==> config.mk <==
export PLATFORM = sky130hd
export DESIGN_NAME = paged_mmu_translate
export DESIGN_NICKNAME = d
export VERILOG_FILES = /design/src/rtl/pmt_pkg.sv /design/src/rtl/paged_mmu_translate.sv /design/src/rtl/pmt_page_regs.sv /design/src/rtl/pmt_translate.sv
export SDC_FILE = /design/constraint.sdc
export NUM_CORES = 1
export LEC_CHECK = 0
export BUFFER_PORTS_ARGS = -buffer_cell sky130_fd_sc_hd__buf_2
export CAP_MARGIN = 40
export CORE_MARGIN = 5
export CORE_UTILIZATION = 60
export CTS_CLUSTER_DIAMETER = 40
export DETAILED_ROUTE_END_ITERATION = 12
export PLACE_DENSITY = 0.78
export SLEW_MARGIN = 15
export SYNTH_ARGS = -nofsm -noshare
export SYNTH_HDL_FRONTEND = slang
export SYNTH_SLANG_ARGS = --single-unit
==> constraint.sdc <==
create_clock -name clk -period 5.96 [get_ports clk]
set_input_delay 0.298 -clock clk [delete_from_list [all_inputs] [get_ports clk]]
set_output_delay 0.298 -clock clk [all_outputs]
set_load 0.01 [all_outputs]
==> src/rtl/pmt_pkg.sv <==
// Shared types, codes and constants for the paged MMU translate block.
package pmt_pkg;

  localparam int NUM_PAGES = 16;
  localparam int PAGE_W    = 4;

  typedef enum logic [1:0] {
    CMD_TRANSLATE = 2'd0,
    CMD_REG_READ  = 2'd1,
    CMD_REG_WRITE = 2'd2,
    CMD_SR0_WRITE = 2'd3
  } cmd_t;

  typedef enum logic [2:0] {
    ST_OK     = 3'd0,
    ST_RDONLY = 3'd1,
    ST_NOACC  = 3'd2,
    ST_LENGTH = 3'd3,
    ST_BUS    = 3'd4
  } status_t;

  // Bus address bits 17:4 of each page register bank.
  localparam logic [13:0] KDESC_BANK = 14'o37514;
  localparam logic [13:0] KBASE_BANK = 14'o37516;
  localparam logic [13:0] UDESC_BANK = 14'o37770;
  localparam logic [13:0] UBASE_BANK = 14'o37772;

  localparam logic [15:0] IO_WINDOW_TOP = 16'o167777;
  localparam logic [18:0] IO_PAGE_OFS   = 19'o600000;
  localparam logic [15:0] WRITTEN_BIT   = 16'h0040;

  typedef struct packed {
    cmd_t        cmd;
    logic [17:0] address;
    logic        is_write;
    logic        user_mode;
    logic [15:0] prog_counter;
    logic [15:0] write_data;
  } item_t;

  typedef struct packed {
    logic              desc_we;
    logic              base_we;
    logic [PAGE_W-1:0] slot;
    logic [15:0]       data;
  } page_upd_t;

  typedef struct packed {
    logic        sr0_we;
    logic [15:0] sr0;
    logic        sr2_we;
    logic [15:0] sr2;
  } sr_upd_t;

  typedef struct packed {
    status_t     status;
    logic [18:0] phys_addr;
    logic [15:0] read_data;
  } result_t;

endpackage

==> src/rtl/paged_mmu_translate.sv <==
// Top level of the paged MMU: input register, page registers, status registers, result register.
//
// Usage: a command beat (cmd, address, is_write, user_mode, prog_counter,
// write_data) is taken at a rising edge where start is high and busy is low.
// Busy is low except while rst is held, so one beat can be taken every cycle.
// The beat is captured in an input register; in the next cycle the page
// lookup, access checks and relocation run in one pass, and at the end of
// that cycle the result register, the page registers and the status
// registers are all updated together. So done rises at the edge after the
// accepting one and stays high for exactly one cycle per beat. Throughput
// is one beat per cycle, set by the read-modify-write of the page register
// file in one pass. A beat always sees every state change of the beat
// before it. status_zero and status_two show the status registers after
// the beat marked by done. The receiver cannot stall: each result is shown
// once and must be taken in that cycle. Reset (synchronous) clears all page
// registers, both status registers and any beat in flight.
module paged_mmu_translate #(
  parameter int NUM_PAGES = pmt_pkg::NUM_PAGES
) (
  input  logic        clk,
  input  logic        rst,
  input  logic        start,
  output logic        busy,
  input  logic [1:0]  cmd,
  input  logic [17:0] address,
  input  logic        is_write,
  input  logic        user_mode,
  input  logic [15:0] prog_counter,
  input  logic [15:0] write_data,
  output logic        done,
  output logic [2:0]  result_status,
  output logic [18:0] phys_addr,
  output logic [15:0] read_data,
  output logic [15:0] status_zero,
  output logic [15:0] status_two
);

  pmt_pkg::item_t                item;
  logic                          item_valid;
  logic [15:0]                   sr0;
  logic [15:0]                   sr2;
  logic [15:0]                   rd_desc;
  logic [15:0]                   rd_base;
  logic [pmt_pkg::PAGE_W-1:0]    rd_slot;
  pmt_pkg::page_upd_t            page_upd;
  pmt_pkg::page_upd_t            page_upd_gated;
  pmt_pkg::sr_upd_t              sr_upd;
  pmt_pkg::result_t              result_next;
  pmt_pkg::result_t              result;

  assign busy = rst;

  always_ff @(posedge clk) begin
    if (rst) begin
      item_valid <= 1'b0;
    end else begin
      item_valid <= start;
    end
  end

  always_ff @(posedge clk) begin
    if (start && !busy) begin
      item <= '{cmd: pmt_pkg::cmd_t'(cmd), address: address, is_write: is_write,
                user_mode: user_mode, prog_counter: prog_counter,
                write_data: write_data};
    end
  end

  pmt_translate u_translate (
    .item     (item),
    .sr0_cur  (sr0),
    .rd_desc  (rd_desc),
    .rd_base  (rd_base),
    .rd_slot  (rd_slot),
    .page_upd (page_upd),
    .sr_upd   (sr_upd),
    .result   (result_next)
  );

  always_comb begin
    page_upd_gated         = page_upd;
    page_upd_gated.desc_we = page_upd.desc_we & item_valid;
    page_upd_gated.base_we = page_upd.base_we & item_valid;
  end

  pmt_page_regs #(
    .NUM_PAGES (NUM_PAGES)
  ) u_page_regs (
    .clk     (clk),
    .rst     (rst),
    .upd     (page_upd_gated),
    .rd_slot (rd_slot),
    .rd_desc (rd_desc),
    .rd_base (rd_base)
  );

  always_ff @(posedge clk) begin
    if (rst) begin
      sr0  <= '0;
      sr2  <= '0;
      done <= 1'b0;
    end else begin
      done <= item_valid;
      if (item_valid && sr_upd.sr0_we) begin
        sr0 <= sr_upd.sr0;
      end
      if (item_valid && sr_upd.sr2_we) begin
        sr2 <= sr_upd.sr2;
      end
    end
  end

  always_ff @(posedge clk) begin
    if (item_valid) begin
      result <= result_next;
    end
  end

  assign result_status = result.status;
  assign phys_addr     = result.phys_addr;
  assign read_data     = result.read_data;
  assign status_zero   = sr0;
  assign status_two    = sr2;

`ifndef SYNTHESIS
  a_done_follows: assert property (@(posedge clk) disable iff (rst)
    item_valid |=> done)
    else $error("beat in the input register did not produce a result");

  a_fault_no_phys: assert property (@(posedge clk) disable iff (rst)
    done && (result_status != pmt_pkg::ST_OK) |-> phys_addr == 19'd0)
    else $error("faulting beat carries a physical address");

  a_bus_err_quiet: assert property (@(posedge clk) disable iff (rst)
    done && (result_status == pmt_pkg::ST_BUS) |-> $stable(status_zero) && $stable(status_two))
    else $error("bus error changed a status register");

  a_rdonly_record: assert property (@(posedge clk) disable iff (rst)
    done && (result_status == pmt_pkg::ST_RDONLY) |-> status_zero[13] && status_zero[0])
    else $error("read-only fault not recorded in status 0");
`endif

endmodule

==> src/rtl/pmt_page_regs.sv <==
// Descriptor and base registers for all pages, one update port and one read port.
module pmt_page_regs #(
  parameter int NUM_PAGES = pmt_pkg::NUM_PAGES
) (
  input  logic                      clk,
  input  logic                      rst,
  input  pmt_pkg::page_upd_t        upd,
  input  logic [pmt_pkg::PAGE_W-1:0] rd_slot,
  output logic [15:0]               rd_desc,
  output logic [15:0]               rd_base
);

  logic [15:0] desc [NUM_PAGES];
  logic [15:0] base [NUM_PAGES];

  always_ff @(posedge clk) begin
    if (rst) begin
      for (int i = 0; i < NUM_PAGES; i++) begin
        desc[i] <= '0;
        base[i] <= '0;
      end
    end else begin
      if (upd.desc_we) begin
        desc[upd.slot] <= upd.data;
      end
      if (upd.base_we) begin
        base[upd.slot] <= upd.data;
      end
    end
  end

  assign rd_desc = desc[rd_slot];
  assign rd_base = base[rd_slot];

endmodule

==> src/rtl/pmt_translate.sv <==
// Single-pass decode, access checks and address relocation for one beat.
module pmt_translate (
  input  pmt_pkg::item_t             item,
  input  logic [15:0]                sr0_cur,
  input  logic [15:0]                rd_desc,
  input  logic [15:0]                rd_base,
  output logic [pmt_pkg::PAGE_W-1:0] rd_slot,
  output pmt_pkg::page_upd_t         page_upd,
  output pmt_pkg::sr_upd_t           sr_upd,
  output pmt_pkg::result_t           result
);

  logic [15:0] va;
  logic [6:0]  block;
  logic [5:0]  disp;
  logic [6:0]  len;
  logic        over;
  logic [12:0] frame;
  logic        hit_kdesc, hit_kbase, hit_udesc, hit_ubase, reg_hit, reg_is_base;
  logic [15:0] fault_word;

  assign va    = item.address[15:0];
  assign block = va[12:6];
  assign disp  = va[5:0];
  assign len   = rd_desc[14:8];
  assign over  = rd_desc[3] ? (block < len) : (block > len);
  assign frame = 13'(block) + 13'(rd_base[11:0]);

  assign hit_kdesc   = item.address[17:4] == pmt_pkg::KDESC_BANK;
  assign hit_kbase   = item.address[17:4] == pmt_pkg::KBASE_BANK;
  assign hit_udesc   = item.address[17:4] == pmt_pkg::UDESC_BANK;
  assign hit_ubase   = item.address[17:4] == pmt_pkg::UBASE_BANK;
  assign reg_hit     = hit_kdesc | hit_kbase | hit_udesc | hit_ubase;
  assign reg_is_base = hit_kbase | hit_ubase;

  // Fault word without the kind bit; the kind is or-ed in per fault.
  assign fault_word = {9'd0, item.user_mode, item.user_mode, 1'b0, va[15:13], 1'b1};

  always_comb begin
    rd_slot  = (item.cmd == pmt_pkg::CMD_TRANSLATE) ? {item.user_mode, va[15:13]}
                                                    : {hit_udesc | hit_ubase,
                                                       item.address[3:1]};
    page_upd = '{desc_we: 1'b0, base_we: 1'b0, slot: rd_slot, data: item.write_data};
    sr_upd   = '{sr0_we: 1'b0, sr0: item.write_data, sr2_we: 1'b0,
                 sr2: item.prog_counter};
    result   = '{status: pmt_pkg::ST_OK, phys_addr: '0, read_data: '0};
    unique case (item.cmd)
      pmt_pkg::CMD_TRANSLATE: begin
        if (sr0_cur[0]) begin
          priority if (item.is_write && (rd_desc[2:1] == 2'b00)) begin
            result.status = pmt_pkg::ST_RDONLY;
            sr_upd.sr0_we = 1'b1;
            sr_upd.sr2_we = 1'b1;
            sr_upd.sr0    = fault_word | 16'h2000;
          end else if (!rd_desc[1]) begin
            result.status = pmt_pkg::ST_NOACC;
            sr_upd.sr0_we = 1'b1;
            sr_upd.sr2_we = 1'b1;
            sr_upd.sr0    = fault_word | 16'h8000;
          end else if (over) begin
            result.status = pmt_pkg::ST_LENGTH;
            sr_upd.sr0_we = 1'b1;
            sr_upd.sr2_we = 1'b1;
            sr_upd.sr0    = fault_word | 16'h4000;
          end else begin
            result.phys_addr = {frame, disp};
            page_upd.desc_we = item.is_write;
            page_upd.data    = rd_desc | pmt_pkg::WRITTEN_BIT;
          end
        end else begin
          result.phys_addr = (va > pmt_pkg::IO_WINDOW_TOP)
                             ? 19'(va) + pmt_pkg::IO_PAGE_OFS : 19'(va);
        end
      end
      pmt_pkg::CMD_REG_READ: begin
        if (reg_hit) begin
          result.read_data = reg_is_base ? rd_base : rd_desc;
        end else begin
          result.status = pmt_pkg::ST_BUS;
        end
      end
      pmt_pkg::CMD_REG_WRITE: begin
        if (reg_hit) begin
          page_upd.desc_we = !reg_is_base;
          page_upd.base_we = reg_is_base;
        end else begin
          result.status = pmt_pkg::ST_BUS;
        end
      end
      pmt_pkg::CMD_SR0_WRITE: begin
        sr_upd.sr0_we = 1'b1;
      end
      default: begin
        result.status = pmt_pkg::ST_OK;
      end
    endcase
  end

endmodule
After elaboration in Yosys (flattened, before gate mapping):

Memory sizes are Yosys's and may differ from the RTL's.
Cells that the tools add are included.

* output and inout bits: 72
* word-level logic and storage cells: 92
* bits in registers: 126
* input bits: 57
* memories: 2
* RAM bits: 512

* bitwise gates (word level): 7
* $lt $le $gt $ge: 3
* reductions and logical operators: 12
* $add $sub $neg: 2
* mux-type cells: 46
* equal/unequal tests: 7

Memories
* u_page_regs.base: depth 16, bits a word 16, read ports 1, clocked after Yosys merged registers in 0, wr ports 16, line pmt_page_regs.sv:14 `logic [15:0] base [NUM_PAGES];`
* u_page_regs.desc: depth 16, bits a word 16, read ports 1, clocked after Yosys merged registers in 0, wr ports 16, line pmt_page_regs.sv:13 `logic [15:0] desc [NUM_PAGES];`

Operator list (number)
* $mux 16: 8
* $mux 19: 5
* $mux 18: 4
* $eq 14x14->1 const B: 4
* $reduce_or 16->1: 2
* $add 16x18->19 const B: 1
* $mux 17: 1
* $gt 16x16->1 const B: 1
* $mux 1: 16
* $add 7x12->13: 1
* $mux 3: 4
* $mux 4: 3
* $gt 7x7->1: 1
* $lt 7x7->1: 1
* $pmux 3 s2: 1
* $or 1x1->1: 5
* $eq 2x2->1 const B: 2
* $logic_and 1x1->1: 4
* $logic_not 2->1: 2
* $mux 2: 2
* $pmux 1 s2: 2
* $and 1x1->1: 2
* $eq 2x1->1 const B: 1
* $logic_not 1->1: 2
* other kinds (2): 2

Depth between registers and ports, before layout:

Gate-level depths: netlist (run 1).
An unclocked memory read counts as a cell.

* depth in word-level cells: 17
* mapped depth: 22
* gate-level depth less buffers: 17

By module:

Synthesis (run 1) repeated with hierarchy kept, for this count alone.

* cell total of the unflattened synthesis: 1970
* area, all modules: 29318.1 sq um

By module, submodules not included
* pmt_page_regs: times used 1, cells each 1458, seq. area each 15374.7 sq um, area each 23104.7 sq um
* paged_mmu_translate: times used 1, cells each 245, seq. area each 3443.3 sq um, area each 4214.0 sq um
* pmt_translate: times used 1, cells each 267, seq. area each 0.0 sq um, area each 1999.4 sq um

Worst setup path after synthesis (run 1):

OpenSTA, ideal clock, no wires.

* kind: register to register
* from: register item[52] (netlist name)
* to: memory u_page_regs.desc[1][0], enable pin
* data required time: 5.585 ns
* buffers on the path: 4
* period minus slack after synthesis: 5.279 ns
* path slack: 0.681 ns
* arrival: 4.904 ns
* library setup time: 0.375 ns
* cell stages (with the launch flop): 21
* path through: edfxtp_1 -> inv_1 -> ha_1 -> buf_6 -> mux2_2 -> clkbuf_1 -> buf_2 -> mux4_2 -> a211oi_1 -> a31oi_1 -> inv_1 -> ha_1 -> a21o_1 -> a21oi_1 -> nor2b_1 -> o31ai_1 -> mux2i_4 -> nor3_4 -> buf_6 -> o211ai_4 -> nand2b_1

RTL lines (line)
* to (decl): pmt_page_regs.sv:13

==> out/metrics.cfg, run 1 <==
[pwr]
p_comb_frac=0.102
seq_power_share=0.450
power_density_mw_per_mm2=342
clkPwrFrac=0.448
total_power_mw=11.4
ir_drop_v=0.000320
internal_power_mw=8.54
switching_power_mw=2.89
p_sw_frac=0.253
leakagePower_nw=12.4

[synthesis]
synthFlopType=edfxtp_1
syn_area_mm2=0.0278
ys_seq_area_frac=0.677
synth_nets=2001
synth.distinct_cells=56
ys_warn_count=0
synth-edff-count=604
synth-seq-cells=638
synthArstFlopShare=0
syn-mean-instance-area_um2=14.4
syn_inst=1924

[timing]
hold_ws_ns=0.307
period_needed_ns=5.67
finalCritPeriodShare=0.951
slew_violations=0
hold_viol_final=0
finalSetupViolCount=0
tightest_slew_ns=0.861
tns_ns=0
relSlewSlack=0.410
fmax_ghz=0.176
finClkSkew_ns=0.0280

[floorplanning]
dieArea_mm2=0.0507
start_util=0.609
core_area_mm2=0.0456
die_y_um=225
core.rowCount=78
die_x_um=225
design.portCount=129

[final_layout]
antenna_cells=0
drive_above_1_share=0.260
syn_to_final_growth_pct=20.4
mostFrequentLayoutCells=edfxtp_1, nor2_1, buf_2
fin_cells=2850
fillers=2622
fin_nets=2256
final_common_cell=edfxtp_1

[critical_path]
critPathRequiredTime_ns=6.32
worst_setup_path_end_kind=flop
crit_arrival_ns=6.03
critical_path_class=flop to flop
cp_max_fo=32
start_kind=flop

[grt]
grt_pass1_vias=18700
grt_start_max_net_pins=70
gr-total-overflow=0
grt_pass1_wl_mm=117
antenna_found_initial=0
grt_use_total=0.310

[clock_tree]
clk_pin_slew_worst_paths_ns=0.07
numClockSinks=638
cts-htree-levels=3
tritoncts=done
clockBufferDepth=3
numCtsBuffers=85
clock_latency_ns=0.64
root_buffer=clkbuf_16

[min_path]
hp-class=input pin to flop

[placement]
port_buffers=128
place_inst=2626
gp_congestion=0.957
post-dp-hpwl_mm=46.9

[routing]
firstDrtPassIters=6
drtAntennaViolNets=0
vias=18400
avgViaCountPerCell=6.47
drc=0
initialDrtViolationCount=2681
wl_per_cell_um=27.6
finalWirelength_mm=78.7

[run_status]
outcome=finished, final reports clean

[flow_run]
maxCapViolCount=0

stage by stage:
step,utilization,area [um^2],setup slack (ns)
detailed placement,0.655,29800,0.0449
finish,0.734,33400,0.294
global placement,0.653,29800,0.275
floorplan,-,27800,0.681
global route,0.734,33400,-0.0642
CTS,0.730,33300,0.00465
power by group through the flow:
stage / clock network (mW) / logic, mW / registers, mW
finish: 5.12 / 1.17 / 5.14
global route: 5.36 / 1.22 / 5.15
CTS: 5.12 / 1.13 / 5.14
detailed placement: 0 / 1.08 / 5.22
global placement: 0 / 1.06 / 5.21
floorplan: 0 / 0.668 / 5.20
synth_stat cells (3+ instances only):
library cell	n	area [um^2]
o21ai_0	13	65.1
xor2_1	3	26.3
nand2b_1	38	238
buf_2	74	370
a22o_1	11	96.3
nor3b_1	3	22.5
o211ai_4	10	213
and3_1	6	37.5
dfxtp_1	34	681
nor2_1	575	2160
mux4_2	128	2880
buf_1	8	30.0
buf_6	3	33.8
o31a_1	4	35.0
buf_4	4	30.0
a21oi_1	13	65.1
inv_1	17	63.8
mux2i_4	3	67.6
a31oi_1	20	125
nor2b_1	10	62.6
a21o_1	3	22.5
clkbuf_1	62	233
xnor2_1	5	43.8
a211oi_1	28	210
nor4_1	3	18.8
nor3_1	5	25.0
edfxtp_1	604	18100
and2_1	24	150
mux2_2	3	33.8
nand4_1	5	31.3
nand3_1	5	25.0
nand2_1	76	285
mux2i_1	70	701
ha_1	19	238
o2111ai_1	6	52.6
logic make-up (layout without fill, tap and decap cells):
family	count (synthesis)	count (layout)	share of synthesized area
and+or+nand+nor	761	761	0.113
buffers and inverters	168	494	0.0274
adders and majority gates	20	20	0.00928
xor gates and xnor gates	8	8	0.00252
muxes	205	205	0.133
AOI/OAI and AO/OA	124	124	0.0369
DFF	638	638	0.677
flip-flops by register name (all words and copies together) (netlist names):
signal and cells:
status_two 16, phys_addr 19, u_page_regs.base 256, status_zero 16, item_valid 1, result_status 3, read_data 16, item 54
u_page_regs.desc 256, done 1
worst paths after layout:
kind,start,to,slack [ns],cells after the start
min reg2reg,status_zero[4]$_SDFFE_PP0P_,status_zero[4]$_SDFFE_PP0P_,0.49,1
max,item[52]$_DFFE_PP_,u_page_regs.base[2][4]$_SDFFCE_PN0P_,0.29,20
max reg2reg,item[52]$_DFFE_PP_,u_page_regs.base[2][4]$_SDFFCE_PN0P_,0.29,20
min,rst,status_two[11]$_SDFFE_PP0P_,0.31,3
repair_timing:
item,CTS,global route
hold buffers,55,0
endpoints found under the hold margin,55,0
buffers inserted,0,5
gates resized for setup,0,4
setup endpoints to repair,0,197
critical path: stages, from the launching register on:
cell,delay [ns]
edfxtp_1,0.44
inv_1,0.12
ha_1,0.19
buf_4,0.27
mux2_8,0.52
buf_4,0.24
mux4_2,0.28
and2_1,0.16
a211oi_1,0.40
a31oi_1,0.20
inv_1,0.11
ha_1,0.23
nand4_1,0.10
a21oi_1,0.08
o31ai_1,0.37
mux2i_4,0.17
nor3_4,0.55
buf_12,0.25
mux2i_4,0.27
buf_12,0.28
nor2_1,0.10
routing by layer:
metal	track usage	share of wire
met5	0	0
met3	0.0736	0.12
met4	0.146	0.051
met1	0.413	0.35
met2	0.492	0.48
layout make-up:
type	instances	area [um^2]	area share
multi-input cells	1118	8430	0.252
clock buffers	92	2170	0.0650
flip-flops and latches	638	18800	0.563
clock inverters	66	703	0.0210
inverters	17	63.8	0.00191
repair buffers	319	2490	0.0746
well taps	600	751	0.0225
Note: power is estimated with default switching activity, not from simulation.
==> run 2, diff against run 1 <==
- CTS_BUF_LIST: default -> sky130_fd_sc_hd__clkbuf_4
==> out/metrics.cfg, run 2 (synthesis gave the netlist of run 1 again) <==
[placement]
gp_congestion=0.957
post_dp_cell_area_mm2=0.0298
place_ws_ns=0.0449
place_inst=2626
post-dp-hpwl_mm=46.9
port_buffers=128

[final_layout]
fillers=2711
fin_nets=2389
final_common_cell=edfxtp_1
fin_cells=3022
design_area_mm2=0.0332
drive_above_1_share=0.285
post-route-util=0.729
mostFrequentLayoutCells=edfxtp_1, nor2_1, clkbuf_4
top_regs=u_page_regs.base x256, u_page_regs.desc x256, item x54
syn_to_final_growth_pct=19.7

[clock_tree]
clock_latency_ns=1.02
tritoncts=done
numClockSinks=638
clk_pin_slew_worst_paths_ns=0.08
numCtsBuffers=162
cts-htree-levels=4
clockBufferDepth=3
root_buffer=clkbuf_4

[pwr]
ir_drop_v=0.000204
leakagePower_nw=12.5
power_density_mw_per_mm2=309

[floorplanning]
design.portCount=129
die_y_um=225
core.rowCount=78
start_util=0.609
core_area_mm2=0.0456
dieArea_mm2=0.0507
die_x_um=225

[timing]
finalSetupViolCount=0
tightest_slew_ns=0.896
fmax_ghz=0.178
finClkSkew_ns=0.0721
finalCritPeriodShare=0.945
period_needed_ns=5.63
layout_setup_ws_ns=0.330
slew_violations=0
grt_setup_unrepaired=false
tns_ns=0
hold_viol_final=0
relSlewSlack=0.403

[routing]
finalWirelength_mm=79.6
vias=19200
initialDrtViolationCount=2675
drc=0
drtAntennaViolNets=0
wl_per_cell_um=26.4
firstDrtPassIters=8
avgViaCountPerCell=6.34

[critical_path]
start_kind=flop
ff2ff_setup_slack_ns=0.33
worst_setup_path_end_kind=flop
cp_max_fo=24
critPathRequiredTime_ns=6.67
critical_path_class=flop to flop
crit_arrival_ns=6.34

[grt]
antenna_found_initial=3
grt_start_max_net_pins=70
grt_use_total=0.316
grt_pass1_wl_mm=119
grt_pass1_vias=19600
gr-total-overflow=0

[flow_run]
maxCapViolCount=0

[min_path]
hp-class=input pin to flop

[run_status]
outcome=finished, final reports clean

-- run 2: cell types whose count changed in the layout (fill, tap and decap cells not counted), sizes merged --
cell         delta
diode           +3
clkinv          -9
clkinvlp        -9
buf             -1
dlygate4sd3    +55
clkbuf        +149
inv            -16
-- run 2: repair_timing --
item | 4_1_cts | 5_1_grt
setup buffers | 0 | 8
cloned | 0 | 1
setup endpoints to repair | 1 | 632
hold buffers | 110 | 0
pin swaps | 0 | 2
endpoints found under the hold margin | 88 | 0
gates resized for setup | 1 | 4
-- run 2: where the power goes --
group | leakage (nW) | switching [mW] | internal, mW
logic | 4.83 | 0.722 | 0.484
registers | 6.38 | 0.0760 | 5.06
clock network | 1.25 | 1.79 | 2.12
-- run 2: critical path, stage by stage, from the launching register on --
cell,delay [ns]
edfxtp_1,0.45
inv_1,0.14
ha_1,0.20
buf_4,0.28
mux2i_4,0.30
buf_12,0.17
clkbuf_8,0.31
mux4_2,0.60
and2_1,0.20
a211oi_1,0.39
a31oi_1,0.18
ha_1,0.31
fa_1,0.45
a21o_1,0.17
a21oi_1,0.23
nor2_1,0.10
o31a_1,0.26
o21ai_1,0.24
nor2_1,0.10
xnor2_1,0.14
o21ai_0,0.10
-- run 2: area by class of cell --
class | count | area, um^2 | share of cell area
Antenna cell | 3 | 7.51 | 0.000226
Clock buffer | 239 | 1790 | 0.0540
Clock inverter | 32 | 312 | 0.00937
Inverter | 17 | 63.8 | 0.00192
Multi-Input combinational cell | 1118 | 8420 | 0.253
Sequential cell | 638 | 18800 | 0.566
Tap cell | 600 | 751 | 0.0226
Timing Repair Buffer | 375 | 3070 | 0.0923
-- run 2: path summary, 6_finish.rpt --
| check | from | cells past startpoint | to |
|---|---|---|---|
| worst min register to register | status_zero[9]$_SDFFE_PP0P_ | 1 | status_zero[9]$_SDFFE_PP0P_ |
| worst max register to register | item[52]$_DFFE_PP_ | 20 | phys_addr[16]$_SDFFCE_PN0P_ |
| worst min-delay path | cmd[1] | 2 | item[53]$_DFFE_PP_ |
| worst max-delay path | item[52]$_DFFE_PP_ | 20 | phys_addr[16]$_SDFFCE_PN0P_ |
-- run 2: metrics by stage --
stage	power [mW]	hold slack, ns
final	10.3	0.131
after global routing	10.6	0.0696
after CTS	10.2	0.000491
after detailed placement	6.31	0.455
after global placement	6.27	0.456
after floorplan	5.87	0.397
-- run 2: per-layer routing --
layer	up-vias	global-route usage	wire (um)
met5	-	0	0
met4	0	0.169	4650
met3	286	0.0911	10100
met2	1492	0.494	38000
met1	9449	0.407	26900
li1	7926	-	-
==> run 3, diff against run 2 <==
- PLACE_DENSITY: 0.78 -> 0.82
==> out/metrics.cfg, run 3 (synthesis gave the netlist of run 1 again) <==
[run_status]
outcome=finished, final reports clean

[floorplanning]
start_util=0.609
die_x_um=225
dieArea_mm2=0.0507
die_y_um=225
design.portCount=129
core_area_mm2=0.0456
core.rowCount=78

[routing]
avgViaCountPerCell=6.39
finalWirelength_mm=80.9
firstDrtPassIters=8
wl_per_cell_um=26.9
drc=0
vias=19200
initialDrtViolationCount=3032
drtAntennaViolNets=0

[critical_path]
worstReg2RegEnd=phys_addr[16]$_SDFFCE_PN0P_
crit_chain=inv_1, ha_1, buf_4, mux2_8, buf_4, buf_6, mux4_2, and2_1, a211oi_1, a31oi_1, ha_1, fa_1, a21o_1, a21oi_1, nor2_1, o31a_1, o21ai_0, nor2_1, xnor2_1, o21ai_0
cp_slowest_stage_delay_ns=0.50
ff2ff_setup_slack_ns=0.12
critPathRequiredTime_ns=6.73
critical_path_class=flop to flop
crit_path_top_delay_cell=edfxtp_1
crit_arrival_ns=6.61
worst_setup_path_end_kind=flop
start_kind=flop
r2r-start=item[52]$_DFFE_PP_
cp_max_fo=25
reg2reg_depth=20

[grt]
grt_pass1_wl_mm=119
antenna_found_initial=3
grt_use_total=0.317
grt_start_max_net_pins=65
grt_pass1_vias=19600
gr-total-overflow=0

[min_path]
holdPathEnd=item[12]$_DFFE_PP_
hold_depth=2
hold_start=write_data[12]
hp-class=input pin to flop

[final_layout]
top_regs=u_page_regs.base x256, u_page_regs.desc x256, item x54
syn_to_final_growth_pct=18.6
mostFrequentLayoutCells=edfxtp_1, nor2_1, clkbuf_4
design_area_mm2=0.0330
drive_above_1_share=0.283
post-route-util=0.723
final_common_cell=edfxtp_1
fillers=2634
fin_nets=2359

[clock_tree]
numCtsBuffers=158
numClockSinks=638
cts-htree-levels=4
tritoncts=done
clock_latency_ns=1.04
clk_pin_slew_worst_paths_ns=0.08
root_buffer=clkbuf_4
clockBufferDepth=3

[timing]
finalSetupViolCount=0
relSlewSlack=0.356
fmax_ghz=0.171
slew_violations=0
tns_ns=0
tightest_slew_ns=0.961
grt_setup_unrepaired=false
finalCritPeriodShare=0.980
period_needed_ns=5.84
hold_viol_final=0
finClkSkew_ns=0.0775

[placement]
post_dp_cell_area_mm2=0.0299
gp_congestion=0.945
port_buffers=128
post-dp-hpwl_mm=47.1

[pwr]
leakagePower_nw=12.3
power_density_mw_per_mm2=306
ir_drop_v=0.000266

[flow_run]
maxCapViolCount=0

run 3: critical path, delay by kind of cell, from the launching register on:
family / cells / cell delay, ns
adder cells (fa/ha/maj): 3 / 0.94
AO/OA/AOI/OAI: 7 / 1.85
AND/OR/NAND/NOR: 3 / 0.40
flip-flops: 1 / 0.50
multiplexers: 2 / 0.70
XOR/XNOR: 1 / 0.13
buffers and inverters: 4 / 1.04
run 3: worst max-delay path by stage:
stage	startpoint	endpoint	slack, ns	cells past startpoint
after floorplan	item[52]$_DFFE_PP_	u_page_regs.desc[1][0]$_SDFFCE_PN0P_	0.68	20
after global placement	item[52]$_DFFE_PP_	u_page_regs.desc[3][6]$_SDFFCE_PN0P_	0.41	20
after detailed placement	item[52]$_DFFE_PP_	phys_addr[16]$_SDFFCE_PN0P_	0.23	18
after CTS	item[52]$_DFFE_PP_	phys_addr[16]$_SDFFCE_PN0P_	0.12	18
after global routing	item[52]$_DFFE_PP_	phys_addr[16]$_SDFFCE_PN0P_	0.04	20
final	item[52]$_DFFE_PP_	phys_addr[16]$_SDFFCE_PN0P_	0.12	20
run 3: power by group:
group,leakage [nW],internal (mW),switching (mW),total (mW)
registers,6.38,5.06,0.0836,5.14
logic,4.73,0.486,0.727,1.21
clock network,1.20,1.94,1.79,3.73
total,12.3,7.49,2.60,10.1
run 3: timing repair:
item                                    4_1_cts  5_1_grt
hold buffers                                 88        2
gates resized for setup                       0        5
endpoints found under the setup margin        0        4
setup buffers                                 0        2
endpoints found under the hold margin        99        2
run 3: area by class of cell:
| type | instances | area, um^2 | share of cell area |
|---|---|---|---|
| antenna | 5 | 12.5 | 0.000380 |
| clock buffer | 238 | 1790 | 0.0542 |
| clock inverter | 37 | 219 | 0.00664 |
| inverter | 17 | 63.8 | 0.00194 |
| multi-input combinational | 1118 | 8430 | 0.256 |
| sequential | 638 | 18800 | 0.571 |
| tap | 600 | 751 | 0.0228 |
| timing repair buffer | 349 | 2880 | 0.0873 |
run 3: layer usage:
layer | vias up | wire length (um) | track usage
met2 | 1692 | 38100 | 0.494
li1 | 7866 | - | -
met4 | 0 | 5230 | 0.169
met5 | - | 0 | 0
met3 | 379 | 11500 | 0.110
met1 | 9252 | 26000 | 0.397
run 3: through the flow:
step           worst slack (ns)  instances  power [mW]  hold slack (ns)
3_3_place_gp              0.409       2613        6.27            0.456
5_1_grt                  0.0403       3000        10.4         -0.00218
3_5_place_dp              0.228       2620        6.32            0.451
2_1_floorplan             0.681       1924        5.87            0.397
4_1_cts                   0.120       2983        9.98        0.0000500
6_report                  0.121       3002        10.1          0.00646
